<file path="config.mk">
export PLATFORM = sky130hd
export DESIGN_NAME = four_neighbor_erosion_bbox
export DESIGN_NICKNAME = d
export VERILOG_FILES = /design/src/hw/rtl/fnebb_pkg.sv /design/src/hw/rtl/four_neighbor_erosion_bbox.sv /design/src/hw/rtl/fnebb_cell.sv /design/src/hw/rtl/fnebb_bbox.sv
export SDC_FILE = /design/constraint.sdc
export NUM_CORES = 1
export LEC_CHECK = 0
export BUFFER_PORTS_ARGS = -buffer_cell sky130_fd_sc_hd__buf_2
export CAP_MARGIN = 20
export CORE_MARGIN = 2
export CORE_UTILIZATION = 55
export DETAILED_ROUTE_END_ITERATION = 8
export GPL_ROUTABILITY_DRIVEN = 0
export PLACE_DENSITY = 0.84
export SETUP_SLACK_MARGIN = 0.5
export SYNTH_ARGS = -nofsm -noshare
export SYNTH_HDL_FRONTEND = slang
export SYNTH_SLANG_ARGS = --single-unit
</file>
<file path="constraint.sdc">
create_clock -name clock -period 4.1 [get_ports clock]
set_input_delay 1.025 -clock clock [delete_from_list [all_inputs] [get_ports clock]]
set_output_delay 1.025 -clock clock [all_outputs]
set_load 0.05 [all_outputs]
</file>
<file path="src/hw/rtl/fnebb_pkg.sv">
`timescale 1ns / 1ps
`default_nettype none

package fnebb_pkg;

   localparam int ROW_W = 10;
   localparam int COL_W = 6;
   localparam int CSR_ADDR_W = 1;
   localparam int CSR_DATA_W = 10;
   localparam int REQ_DATA_W = 8;
   localparam int RSP_DATA_W = 56;

   localparam logic [CSR_ADDR_W-1:0] CSR_WIDTH  = 1'b0;
   localparam logic [CSR_ADDR_W-1:0] CSR_HEIGHT = 1'b1;

   localparam logic [COL_W-1:0] WIDTH_RESET  = 6'd10;
   localparam logic [ROW_W-1:0] HEIGHT_RESET = 10'd5;

   // land pixel survives with at least this many land neighbors
   localparam logic [2:0] LAND_MIN = 3'd2;

   // write side of one line-buffer column
   typedef struct packed {
      logic             en;
      logic [COL_W-1:0] col;
      logic             mid;
      logic             up;
   } line_wr_type;

   typedef struct packed {
      logic mid;
      logic up;
   } line_bits_type;

   // one eroded pixel handed to the box tracker
   typedef struct packed {
      logic             en;
      logic [ROW_W-1:0] row;
      logic [COL_W-1:0] col;
      logic             land;
      logic             last;
   } pix_type;

   typedef struct packed {
      logic             valid;
      logic [ROW_W-1:0] min_row;
      logic [ROW_W-1:0] max_row;
      logic [COL_W-1:0] min_col;
      logic [COL_W-1:0] max_col;
   } box_type;

   typedef struct packed {
      logic             emit;
      logic             last;
      logic [ROW_W-1:0] row;
      logic [COL_W-1:0] col;
      logic             mid;
      logic             up;
      logic             down;
      logic             left;
      logic             has_right;
   } win_type;

   function automatic logic survives(input logic mid, input logic up, input logic down,
                                     input logic left, input logic right);
      logic [2:0] cnt;
      cnt = {2'b00, up} + {2'b00, down} + {2'b00, left} + {2'b00, right};
      return mid && (cnt >= LAND_MIN);
   endfunction

endpackage

`default_nettype wire

</file>
<file path="src/hw/rtl/four_neighbor_erosion_bbox.sv">
`timescale 1ns / 1ps
`default_nettype none

// Channel   Dir  Transfer when             Payload
// req_      in   req_tvalid & req_tready   tdata[0] is_land
// rsp_      out  rsp_tvalid & rsp_tready   tdata row/col/land/box, tlast = last
// csr_      in   csr_we                    csr_addr 0 width, 1 height
//
// One pixel per cycle while the result side keeps up; a result passes through the
// window stage, then the output register.
// After the last pixel of a map the final row drains from the line cells at one
// column per cycle while the result side keeps up, with req_tready low.
// Reset clears counters, box and handshakes and loads width 10, height 5;
// the line cells are not reset. A stalled output register holds the window
// stage and, behind it, the input.
module four_neighbor_erosion_bbox #(
   parameter int MAX_WIDTH = 32
) (
   input  wire                                 clock,
   input  wire                                 reset,
   input  wire                                 req_tvalid,
   output logic                                req_tready,
   input  wire [fnebb_pkg::REQ_DATA_W-1:0]     req_tdata,  // [0] is_land
   output logic                                rsp_tvalid,
   input  wire                                 rsp_tready,
   // [9:0] out_row, [15:10] out_col, [16] land_after, [17] box_valid,
   // [27:18] min_row, [37:28] max_row, [43:38] min_col, [49:44] max_col
   output logic [fnebb_pkg::RSP_DATA_W-1:0]    rsp_tdata,
   output logic                                rsp_tlast,
   input  wire                                 csr_we,
   input  wire [fnebb_pkg::CSR_ADDR_W-1:0]     csr_addr,
   input  wire [fnebb_pkg::CSR_DATA_W-1:0]     csr_wdata
);
   import fnebb_pkg::*;

   localparam logic [COL_W-1:0] MAXW = COL_W'(MAX_WIDTH);

   // configuration
   logic [COL_W-1:0] width_ff;
   logic [ROW_W-1:0] height_ff;
   logic [COL_W-1:0] w_eff;
   logic [ROW_W-1:0] h_eff;

   // raster position and drain of the final row
   logic [ROW_W-1:0] row_ff;
   logic [COL_W-1:0] col_ff;
   logic             flush_ff;
   logic [COL_W-1:0] fcol_ff;
   logic [ROW_W-1:0] frow_ff;

   // prefetched line-buffer bits for the next column, and left neighbor
   logic             mid_rd_ff, mid_rd_in;
   logic             up_rd_ff, up_rd_in;
   logic             left_ff;

   // window stage
   logic             b_valid_ff;
   win_type          b_ff, b_in;

   // output register
   logic             rsp_valid_ff;
   logic [ROW_W-1:0] o_row_ff;
   logic [COL_W-1:0] o_col_ff;
   logic             o_land_ff;
   logic             o_last_ff;
   box_type          o_box_ff;

   logic             x;
   logic             last_col, last_row, f_last;
   logic             b_go, a_free, accept, fl_go, a_step;
   logic [COL_W-1:0] nc, rd_col;
   logic             b_right, b_land;
   line_wr_type      wr;
   line_bits_type    cell_bits [MAX_WIDTH];
   line_bits_type    rd_bits;
   pix_type          pix;
   box_type          box;

   assign x = req_tdata[0];

   always_comb begin
      if (width_ff == '0) w_eff = COL_W'(1);
      else if (width_ff > MAXW) w_eff = MAXW;
      else w_eff = width_ff;
      h_eff = (height_ff == '0) ? ROW_W'(1) : height_ff;
   end

   always_ff @(posedge clock) begin
      if (reset) begin
         width_ff  <= WIDTH_RESET;
         height_ff <= HEIGHT_RESET;
      end else if (csr_we) begin
         case (csr_addr)
            CSR_WIDTH:  width_ff  <= csr_wdata[COL_W-1:0];
            CSR_HEIGHT: height_ff <= csr_wdata;
            default: ;
         endcase
      end
   end

   // handshakes
   assign b_go       = !rsp_valid_ff || rsp_tready;
   assign a_free     = !b_valid_ff || b_go;
   assign req_tready = a_free && !flush_ff;
   assign accept     = req_tvalid && req_tready;
   assign fl_go      = flush_ff && a_free;
   assign a_step     = accept || fl_go;

   assign last_col = ({1'b0, col_ff} + 7'd1) >= {1'b0, w_eff};
   assign last_row = ({1'b0, row_ff} + 11'd1) >= {1'b0, h_eff};
   assign f_last   = ({1'b0, fcol_ff} + 7'd1) >= {1'b0, w_eff};
   assign nc       = last_col ? '0 : col_ff + COL_W'(1);
   assign rd_col   = flush_ff ? (f_last ? '0 : fcol_ff + COL_W'(1)) : nc;

   // line cells: one column each
   always_comb begin
      wr.en  = accept;
      wr.col = col_ff;
      wr.mid = x;
      wr.up  = mid_rd_ff;
   end

   for (genvar j = 0; j < MAX_WIDTH; j++) begin : g_cell
      fnebb_cell #(.INDEX(j)) u_cell (
         .clock   (clock),
         .wr      (wr),
         .rd_col  (rd_col),
         .rd_bits (cell_bits[j])
      );
   end

   always_comb begin
      rd_bits = '0;
      for (int j = 0; j < MAX_WIDTH; j++) begin
         rd_bits = rd_bits | cell_bits[j];
      end
   end

   // single-column row: the next column is the one being written now
   always_comb begin
      if (accept && (nc == col_ff)) begin
         mid_rd_in = x;
         up_rd_in  = mid_rd_ff;
      end else begin
         mid_rd_in = rd_bits.mid;
         up_rd_in  = rd_bits.up;
      end
   end

   always_comb begin
      if (flush_ff) begin
         b_in.emit      = 1'b1;
         b_in.last      = f_last;
         b_in.row       = frow_ff;
         b_in.col       = fcol_ff;
         b_in.mid       = mid_rd_ff;
         b_in.up        = (frow_ff != '0) ? up_rd_ff : 1'b0;
         b_in.down      = 1'b0;
         b_in.left      = (fcol_ff != '0) ? left_ff : 1'b0;
         b_in.has_right = !f_last;
      end else begin
         b_in.emit      = (row_ff != '0);
         b_in.last      = 1'b0;
         b_in.row       = row_ff - ROW_W'(1);
         b_in.col       = col_ff;
         b_in.mid       = mid_rd_ff;
         b_in.up        = (row_ff >= ROW_W'(2)) ? up_rd_ff : 1'b0;
         b_in.down      = x;
         b_in.left      = (col_ff != '0) ? left_ff : 1'b0;
         b_in.has_right = !last_col;
      end
   end

   always_ff @(posedge clock) begin
      if (a_step) begin
         mid_rd_ff <= mid_rd_in;
         up_rd_ff  <= up_rd_in;
         left_ff   <= mid_rd_ff;
         b_ff      <= b_in;
      end
   end

   always_ff @(posedge clock) begin
      if (reset) begin
         row_ff     <= '0;
         col_ff     <= '0;
         flush_ff   <= 1'b0;
         fcol_ff    <= '0;
         frow_ff    <= '0;
         b_valid_ff <= 1'b0;
      end else begin
         if (accept) begin
            if (last_col) begin
               col_ff <= '0;
               if (last_row) begin
                  row_ff   <= '0;
                  flush_ff <= 1'b1;
                  fcol_ff  <= '0;
                  frow_ff  <= row_ff;
               end else begin
                  row_ff <= row_ff + ROW_W'(1);
               end
            end else begin
               col_ff <= col_ff + COL_W'(1);
            end
         end else if (fl_go) begin
            if (f_last) flush_ff <= 1'b0;
            else fcol_ff <= fcol_ff + COL_W'(1);
         end
         if (a_step) b_valid_ff <= 1'b1;
         else if (b_go) b_valid_ff <= 1'b0;
      end
   end

   // window stage: right neighbor is the column read during the last step
   assign b_right = b_ff.has_right & mid_rd_ff;
   assign b_land  = survives(b_ff.mid, b_ff.up, b_ff.down, b_ff.left, b_right);

   always_comb begin
      pix.en   = b_valid_ff && b_go && b_ff.emit;
      pix.row  = b_ff.row;
      pix.col  = b_ff.col;
      pix.land = b_land;
      pix.last = b_ff.last;
   end

   fnebb_bbox u_bbox (
      .clock (clock),
      .reset (reset),
      .pix   (pix),
      .box   (box)
   );

   always_ff @(posedge clock) begin
      if (reset) begin
         rsp_valid_ff <= 1'b0;
      end else if (b_go) begin
         rsp_valid_ff <= b_valid_ff && b_ff.emit;
      end
   end

   always_ff @(posedge clock) begin
      if (pix.en) begin
         o_row_ff  <= b_ff.row;
         o_col_ff  <= b_ff.col;
         o_land_ff <= b_land;
         o_last_ff <= b_ff.last;
         o_box_ff  <= b_ff.last ? box : '0;
      end
   end

   assign rsp_tvalid = rsp_valid_ff;
   assign rsp_tlast  = o_last_ff;
   assign rsp_tdata  = {6'd0, o_box_ff.max_col, o_box_ff.min_col, o_box_ff.max_row,
                        o_box_ff.min_row, o_box_ff.valid, o_land_ff, o_col_ff, o_row_ff};

endmodule

`default_nettype wire

</file>
<file path="src/hw/rtl/fnebb_cell.sv">
`timescale 1ns / 1ps
`default_nettype none

// One column of the two line buffers. Read data is gated by the column
// select so the row of cells can be OR-combined.
module fnebb_cell #(
   parameter int INDEX = 0
) (
   input  wire                            clock,
   input  wire fnebb_pkg::line_wr_type    wr,
   input  wire [fnebb_pkg::COL_W-1:0]     rd_col,
   output fnebb_pkg::line_bits_type       rd_bits
);
   import fnebb_pkg::*;

   localparam logic [COL_W-1:0] MY_COL = COL_W'(INDEX);

   logic mid_ff;
   logic up_ff;

   always_ff @(posedge clock) begin
      if (wr.en && (wr.col == MY_COL)) begin
         mid_ff <= wr.mid;
         up_ff  <= wr.up;
      end
   end

   always_comb begin
      rd_bits.mid = mid_ff & (rd_col == MY_COL);
      rd_bits.up  = up_ff & (rd_col == MY_COL);
   end

endmodule

`default_nettype wire

</file>
<file path="src/hw/rtl/fnebb_bbox.sv">
`timescale 1ns / 1ps
`default_nettype none

// Bounding box of surviving land. The output already includes the pixel
// being presented, so the final result carries the complete box.
module fnebb_bbox (
   input  wire                       clock,
   input  wire                       reset,
   input  wire fnebb_pkg::pix_type   pix,
   output fnebb_pkg::box_type        box
);
   import fnebb_pkg::*;

   logic [ROW_W-1:0] min_row_ff, min_row_in;
   logic [ROW_W-1:0] max_row_ff, max_row_in;
   logic [COL_W-1:0] min_col_ff, min_col_in;
   logic [COL_W-1:0] max_col_ff, max_col_in;
   logic             any_ff, any_in;

   always_comb begin
      min_row_in = min_row_ff;
      max_row_in = max_row_ff;
      min_col_in = min_col_ff;
      max_col_in = max_col_ff;
      any_in     = any_ff;
      if (pix.land) begin
         if (pix.row < min_row_ff) min_row_in = pix.row;
         if (pix.row > max_row_ff) max_row_in = pix.row;
         if (pix.col < min_col_ff) min_col_in = pix.col;
         if (pix.col > max_col_ff) max_col_in = pix.col;
         any_in = 1'b1;
      end
      box.valid   = any_in;
      box.min_row = any_in ? min_row_in : '0;
      box.max_row = any_in ? max_row_in : '0;
      box.min_col = any_in ? min_col_in : '0;
      box.max_col = any_in ? max_col_in : '0;
   end

   always_ff @(posedge clock) begin
      if (reset || (pix.en && pix.last)) begin
         min_row_ff <= '1;
         max_row_ff <= '0;
         min_col_ff <= '1;
         max_col_ff <= '0;
         any_ff     <= 1'b0;
      end else if (pix.en) begin
         min_row_ff <= min_row_in;
         max_row_ff <= max_row_in;
         min_col_ff <= min_col_in;
         max_col_ff <= max_col_in;
         any_ff     <= any_in;
      end
   end

endmodule

`default_nettype wire

</file>
Yosys cells after proc, flatten, opt, wreduce, memory -nomap -nowiden
Cells that the tools add are included.
Widths: inputs -> output; s select.
Word-level totals
  flip-flop bits (word level): 225
  input bits: 24
  output and inout bits: 59
Operators by class
  add/sub/neg operators: 10
  $lt $le $gt $ge: 10
  equality and inequality tests: 66
  multiplexer cells: 35
  bitwise operators: 97
  reductions and logical operators: 68
Operators by type and width (count)
  $eq 6x5->1 const B: 32
  $eq 6x4->1 const B: 16
  $mux 6: 14
  $and 1x1->1: 65
  $or 2x2->2: 31
  $mux 10: 6
  $eq 6x3->1 const B: 8
  $logic_and 1x1->1: 41
  $eq 6x2->1 const B: 4
  $mux 21: 1
  $reduce_bool 10->1: 2
  $logic_not 6->1: 3
  $add 6x1->7 const B: 2
  $ge 7x6->1: 2
  $mux 1: 14
  $add 6x1->6 const B: 2
  $eq 6x1->1 const B: 2
  $reduce_bool 6->1: 2
  $add 10x1->11 const B: 1
  $ge 11x10->1: 1
  $add 10x1->10 const B: 1
  $ge 10x2->1 const B: 1
  $gt 10x10->1: 1
  $logic_not 10->1: 1
  19 further kinds: 33

Longest topological paths before layout
  word-level depth: 40
  depth in mapped cells: 16

By module
Synthesis repeated with hierarchy kept, for this count alone.
Second synthesis, totals
  cells, all modules: 1256
  area total of the unflattened synthesis: 12530.8 µm²
Modules (own cells, without submodules)
  four_neighbor_erosion_bbox: times used 1, cells each 618, area each 6409.9 µm², seq. area each 3303.2 µm²
  fnebb_bbox: times used 1, cells each 347, area each 2667.6 µm², seq. area each 660.6 µm²
  fnebb_cell at g_cell[10].u_cell ...: times used 8, cells each 9, area each 111.4 µm², seq. area each 60.1 µm²
  fnebb_cell at g_cell[1].u_cell ...: times used 4, cells each 9, area each 110.1 µm², seq. area each 60.1 µm²
  fnebb_cell at g_cell[21].u_cell ...: times used 4, cells each 10, area each 108.9 µm², seq. area each 60.1 µm²
  fnebb_cell at g_cell[11].u_cell ...: times used 4, cells each 7, area each 103.8 µm², seq. area each 60.1 µm²
  fnebb_cell at g_cell[23].u_cell ...: times used 4, cells each 10, area each 103.8 µm², seq. area each 60.1 µm²
  fnebb_cell at g_cell[12].u_cell ...: times used 2, cells each 9, area each 113.9 µm², seq. area each 60.1 µm²
  fnebb_cell at g_cell[19].u_cell ...: times used 2, cells each 10, area each 106.4 µm², seq. area each 60.1 µm²
  fnebb_cell at g_cell[15].u_cell: times used 1, cells each 8, area each 106.4 µm², seq. area each 60.1 µm²
  fnebb_cell at g_cell[0].u_cell: times used 1, cells each 9, area each 105.1 µm², seq. area each 60.1 µm²
  fnebb_cell at g_cell[16].u_cell: times used 1, cells each 10, area each 105.1 µm², seq. area each 60.1 µm²
  fnebb_cell at g_cell[31].u_cell: times used 1, cells each 10, area each 98.8 µm², seq. area each 60.1 µm²

Worst setup path after synthesis
No wires, ideal clock.
  path type: reg2reg
  from: reg col_ff[0]
  to: reg up_rd_ff, data pin
  library setup time: 261 ps
  arrival: 3854 ps
  data required time: 3839 ps
  setup slack: -14 ps
  stages on the path, launching flop included: 15
  buffers on the path: 2
  clock period less this slack: 4114 ps
  cells stage by stage: dfxtp_1 -> ha_1 -> clkbuf_1 -> xor2_1 -> ha_1 -> a21o_1 -> a31oi_1 -> o22ai_1 -> buf_2 -> or4b_2 -> and2_4 -> a32oi_1 -> o32ai_1 -> or4b_1 -> o32a_1
Between the ends
  longest elaborated chain between the ends: 38
  elaborated cells on any way between the ends: 103
RTL lines
  start, declared: RTL line four_neighbor_erosion_bbox.sv:46  | logic [COL_W-1:0] col_ff;
  start signal, assigned: RTL line four_neighbor_erosion_bbox.sv:204  | col_ff <= col_ff + COL_W'(1);
  $add 6x1->7: RTL line four_neighbor_erosion_bbox.sv:109  | assign last_col = ({1'b0, col_ff} + 7'd1) >= {1'b0, w_eff};
  $ge 7x6->1: RTL line four_neighbor_erosion_bbox.sv:109
  $mux 6: RTL line four_neighbor_erosion_bbox.sv:112  | assign nc = last_col ? '0 : col_ff + COL_W'(1);
  $mux 6: RTL line four_neighbor_erosion_bbox.sv:113  | assign rd_col = flush_ff ? (f_last ? '0 : fcol_ff + COL_W'(1)) : nc;
  $eq 6x1->1 or $logic_not 6->1 (tied branches): RTL line fnebb_cell.sv:30  | rd_bits.up = up_ff & (rd_col == MY_COL);
  $and 1x1->1: RTL line fnebb_cell.sv:30
  $or 2x2->2 (31 in series): RTL line four_neighbor_erosion_bbox.sv:135  | rd_bits = rd_bits | cell_bits[j];
  $mux 1 (*): RTL line four_neighbor_erosion_bbox.sv:141  | if (accept && (nc == col_ff)) begin
  via up_rd_in: RTL line four_neighbor_erosion_bbox.sv:53  | logic up_rd_ff, up_rd_in;
  end signal, assigned: RTL line four_neighbor_erosion_bbox.sv:177  | up_rd_ff <= up_rd_in;
  end, declared: RTL line four_neighbor_erosion_bbox.sv:53
The timed path passes the listed nets; every way through them passes the cells marked *.
A chain may end at the register's enable or synchronous reset.

Worst setup path in the final report
  from: reg fcol_ff[1]
  to: reg mid_rd_ff, data pin
Between the ends
  longest elaborated chain between the ends: 38
  elaborated cells on any way between the ends: 101
RTL lines
  start, declared: RTL line four_neighbor_erosion_bbox.sv:48  | logic [COL_W-1:0] fcol_ff;
  start signal, assigned: RTL line four_neighbor_erosion_bbox.sv:208  | else fcol_ff <= fcol_ff + COL_W'(1);
  $add 6x1->7: RTL line four_neighbor_erosion_bbox.sv:111  | assign f_last = ({1'b0, fcol_ff} + 7'd1) >= {1'b0, w_eff};
  $ge 7x6->1: RTL line four_neighbor_erosion_bbox.sv:111
  $mux 6 (*) (2 in series): RTL line four_neighbor_erosion_bbox.sv:113
  $eq 6x1->1 or $logic_not 6->1 (tied branches): RTL line fnebb_cell.sv:29  | rd_bits.mid = mid_ff & (rd_col == MY_COL);
  $and 1x1->1: RTL line fnebb_cell.sv:29
  $or 2x2->2 (30 in series): RTL line four_neighbor_erosion_bbox.sv:135
  $or 2x2->2 (*): RTL line four_neighbor_erosion_bbox.sv:135
  $mux 1 (*): RTL line four_neighbor_erosion_bbox.sv:141
  via mid_rd_in: RTL line four_neighbor_erosion_bbox.sv:52  | logic mid_rd_ff, mid_rd_in;
  end signal, assigned: RTL line four_neighbor_erosion_bbox.sv:176  | mid_rd_ff <= mid_rd_in;
  end, declared: RTL line four_neighbor_erosion_bbox.sv:52
Marks and branches as above.

==> Implementation_results.wiki <==
{| class="wikitable"
! Metric !! Value
|-
| Outcome || completed
|-
| Unrepaired setup endpoints after global routing || true
|-
| Shortest clock period the worst path allows after layout || 3700 ps
|-
| Element type at the critical path start || flip-flop
|-
| Avg Vias per Cell || 6.05
|-
| Clock buffer depth || 3
|-
| Buffer cell driving the clock tree root || sky130_fd_sc_hd__clkbuf_16
|-
| H-tree depth reported by CTS || 1
|-
| EDFF count, synth || 140
|-
| Clock latency of the later-clocked register in the worst-skew pair || 520 ps
|-
| Commonest cells in the netlist || 161 x sky130_fd_sc_hd__nor2_1, 140 x sky130_fd_sc_hd__edfxtp_1, 84 x sky130_fd_sc_hd__dfxtp_1, 83 x sky130_fd_sc_hd__nand2_1, 76 x sky130_fd_sc_hd__a21oi_1
|-
| Number of maximum-capacitance constraint violations || 0
|-
| Die Area || 21700 µm²
|-
| Dpl cells || 1423
|-
| Largest net degree at the start of global routing || 52
|-
| Kind of critical path || reg -> reg
|-
| Tightest Pin Transition || 875 ps
|-
| Max Clk Rate || 270 MHz
|-
| Wire length of the first global-routing pass || 40600 µm
|-
| Area leader, netlist || sky130_fd_sc_hd__edfxtp_1
|-
| Number of antenna violations at the first check in global routing || 0
|-
| Final setup skew || 15.1 ps
|-
| Nature of the critical path endpoint || flip-flop
|-
| Part of the Yosys area used for sequential elements || 52.2%
|-
| Top-area cell type share of the netlist area || 37.3%
|-
| Number of pins with negative max-slew slack in the final report || 0
|-
| Layout Cells excl Fill || 1490
|-
| Number of port buffers || 69
|-
| GRT Total Usage || 22.8%
|-
| Via count of the first global-routing pass || 8347
|-
| Share of synthesized registers carrying an async set or reset || 0%
|-
| Worst endpoint data arrival time || 3970 ps
|-
| HPWL after DPL || 16400 µm
|-
| Residual overflow from global routing || 0
|-
| DR vias || 9018
|-
| Overall die width || 147 µm
|-
| Synth Flop Type || sky130_fd_sc_hd__edfxtp_1
|-
| Initial Utilization || 55.9%
|-
| Area added between synthesis and finish || 18.0%
|-
| Worst-path clk slew || 60 ps
|-
| Required time of the worst setup path || 4370 ps
|-
| Average footprint of a synthesized cell || 10.2 µm²
|-
| Class of the tightest hold or removal check || reg -> reg
|-
| Num rows || 52
|-
| Placeable Area || 20200 µm²
|-
| Total Power || 5.43 mW
|-
| Yosys synthesis warning count || 0
|-
| Hold Violations, Final || 0
|-
| TritonCTS clock tree || yes
|-
| Share of cells above drive strength 1 || 19.7%
|-
| Power per unit of standard cell area || 408 nW/µm²
|-
| Number of storage elements in the synthesis netlist || 224
|-
| Sink count of the clock tree || 224
|-
| Number of nets in the layout || 1289
|-
| Period Utilization, post-route || 90.3%
|-
| Iter 0 DRT Violations || 858
|-
| Synthesized area || 11300 µm²
|-
| Average wire per cell in the routed design || 17.7 µm
|-
| Setup TNS || 0 ps
|-
| Largest fanout of any net on the critical path || 8
|-
| Number of buffers added by the clock tree synthesis step || 23
|-
| Number of nets with antenna violations after detailed routing || 0
|-
| Cell variety after synth || 69
|-
| Leakage component of the power || 5.34 nW
|-
| Count of TritonRoute iterations in the first routing pass || 6
|-
| Highest ir drop seen on vdd || 0.295 mV
|-
| Count leader, synth || sky130_fd_sc_hd__nor2_1
|-
| Drt drc || 0
|-
| Number of ports placed on the die boundary || 83
|-
| Final-report setup violation count || 0
|-
| Number of instances in the synthesized netlist || 1111
|-
| Worst hold slack across all endpoints || 460 ps
|-
| Slew margin rel. || 41.2%
|-
| Die extent in y || 147 µm
|-
| Detailed Route WL || 26300 µm
|-
| Largest cells by area after synthesis || sky130_fd_sc_hd__edfxtp_1 37%, sky130_fd_sc_hd__dfxtp_1 15%, sky130_fd_sc_hd__ha_1 6.9%
|}
## placed cells by master, fill, tap and decap left out, types with 5 or more instances in the layout
cell type / netlist / routed
sky130_fd_sc_hd__ha_1: 62 / 58
sky130_fd_sc_hd__nand4_1: 8 / 8
sky130_fd_sc_hd__or3_1: 7 / 5
sky130_fd_sc_hd__xor2_1: 12 / 9
sky130_fd_sc_hd__and3_1: 9 / 9
sky130_fd_sc_hd__buf_2: 5 / 69
sky130_fd_sc_hd__dfxtp_1: 84 / 74
sky130_fd_sc_hd__mux2_2: 5 / 5
sky130_fd_sc_hd__conb_1: 1 / 6
sky130_fd_sc_hd__inv_1: 64 / 64
sky130_fd_sc_hd__or3b_2: 9 / 9
sky130_fd_sc_hd__a21o_1: 21 / 20
sky130_fd_sc_hd__o21ai_0: 38 / 38
sky130_fd_sc_hd__a222oi_1: 6 / 6
sky130_fd_sc_hd__nand2_1: 83 / 82
sky130_fd_sc_hd__a21oi_1: 76 / 76
sky130_fd_sc_hd__nand3_1: 27 / 25
sky130_fd_sc_hd__xnor2_1: 11 / 8
sky130_fd_sc_hd__bufinv_16: 0 / 5
sky130_fd_sc_hd__nor2_1: 161 / 157
sky130_fd_sc_hd__clkbuf_16: 0 / 23
sky130_fd_sc_hd__a211o_1: 9 / 9
sky130_fd_sc_hd__and2_1: 22 / 21
sky130_fd_sc_hd__buf_4: 7 / 53
sky130_fd_sc_hd__nor4_1: 11 / 9
sky130_fd_sc_hd__nand2b_1: 12 / 9
sky130_fd_sc_hd__edfxtp_1: 140 / 140
sky130_fd_sc_hd__mux2i_1: 49 / 49
sky130_fd_sc_hd__dfxtp_4: 0 / 6
sky130_fd_sc_hd__nor2b_1: 5 / 5
sky130_fd_sc_hd__a22oi_1: 9 / 8
sky130_fd_sc_hd__o21a_1: 6 / 6
sky130_fd_sc_hd__nand3b_1: 11 / 11
sky130_fd_sc_hd__a22o_1: 5 / 5
sky130_fd_sc_hd__nor3_1: 19 / 19
## layout make-up
type	instances	area, µm²
diodes	1	2.50
clock buffers	29	628
clock inverters	13	203
fillers	1451	6850
inverters	64	240
multi-input cells	763	5190
flip-flops and latches	224	5910
well taps	270	338
repair buffers	126	805
## repair_timing
| item | 4_1_cts | 5_1_grt |
|---|---|---|
| buffers inserted | 12 | 10 |
| resized for setup | 35 | 25 |
| hold buffers | 0 | 0 |
| hold endpoints to repair | 0 | 0 |
| setup endpoints to repair | 2 | 24 |
| pin swaps | 18 | 24 |
| cloned | 1 | 0 |
## path summary, 6_finish.rpt
check,startpoint,end,slack [ps],depth (start not counted)
min,height_ff[4],height_ff[4],460,2
max reg2reg,fcol_ff[1],mid_rd_ff,400,14
min reg2reg,height_ff[4],height_ff[4],460,2
max,fcol_ff[1],mid_rd_ff,400,14
## kinds of logic (layout without fill, tap and decap cells)
kind of cell             count (synthesis)  count (layout)  share of synthesized area (%)
buffers and inverters                  129             232                           4.85
multiplexers                            54              54                           4.85
adder cells (fa/ha/maj)                 63              63                           7.05
other                                    1               7                         0.0332
flip-flops                             224             224                           52.2
AND/OR/NAND/NOR                        404             404                           17.1
AO/OA/AOI/OAI                          213             213                           12.1
XOR/XNOR                                23              23                           1.79
## critical path: stages (launching register included)
cell and delay, ps:
sky130_fd_sc_hd__dfxtp_4 380, sky130_fd_sc_hd__ha_4 180, sky130_fd_sc_hd__and3_4 200, sky130_fd_sc_hd__xnor2_2 140, sky130_fd_sc_hd__ha_1 340, sky130_fd_sc_hd__a21o_1 210
sky130_fd_sc_hd__nand2_2 80, sky130_fd_sc_hd__o21ai_4 70, sky130_fd_sc_hd__or2_4 280, sky130_fd_sc_hd__a2bb2oi_4 190, sky130_fd_sc_hd__buf_16 150, sky130_fd_sc_hd__a222oi_1 380
sky130_fd_sc_hd__o22ai_1 150, sky130_fd_sc_hd__or4_1 510, sky130_fd_sc_hd__o22a_1 200
## flip-flops by register name (all words and copies together) (netlist names), 6 cells and up
signal / count
rsp_tdata: 33
g_cell.u_cell.mid_ff: 32
g_cell.u_cell.up_ff: 32
b_ff: 22
frow_ff: 10
height_ff: 10
o_row_ff: 10
row_ff: 10
u_bbox.max_row_ff: 10
u_bbox.min_row_ff: 10
col_ff: 6
fcol_ff: 6
o_col_ff: 6
u_bbox.max_col_ff: 6
u_bbox.min_col_ff: 6
width_ff: 6
## metrics by stage
step | setup slack (ps) | area, µm² | utilization, %
finish | 399 | 13300 | 66.0
global route | 237 | 13300 | 66.0
CTS | 504 | 13100 | 64.9
detailed placement | 122 | 12000 | 59.5
global placement | 188 | 12000 | 59.5
floorplan | 289 | 11300 | -
## per-layer routing
layer,share of wire (%),wire (µm),up-vias,track usage (%)
met3,10,2630,123,3.51
met1,39,10200,4196,30.7
li1,-,-,4146,-
met2,47,12400,553,37.6
met5,0,0,-,0
met4,3.9,1020,0,8.41
## power by group
part           leakage (nW)  switching [mW]  internal (mW)
logic                  2.99           0.406          0.241
clock network         0.406           0.867           1.41
registers              1.94          0.0430           2.47
total                  5.34            1.32           4.11
Note: power is estimated with default switching activity, not from simulation.
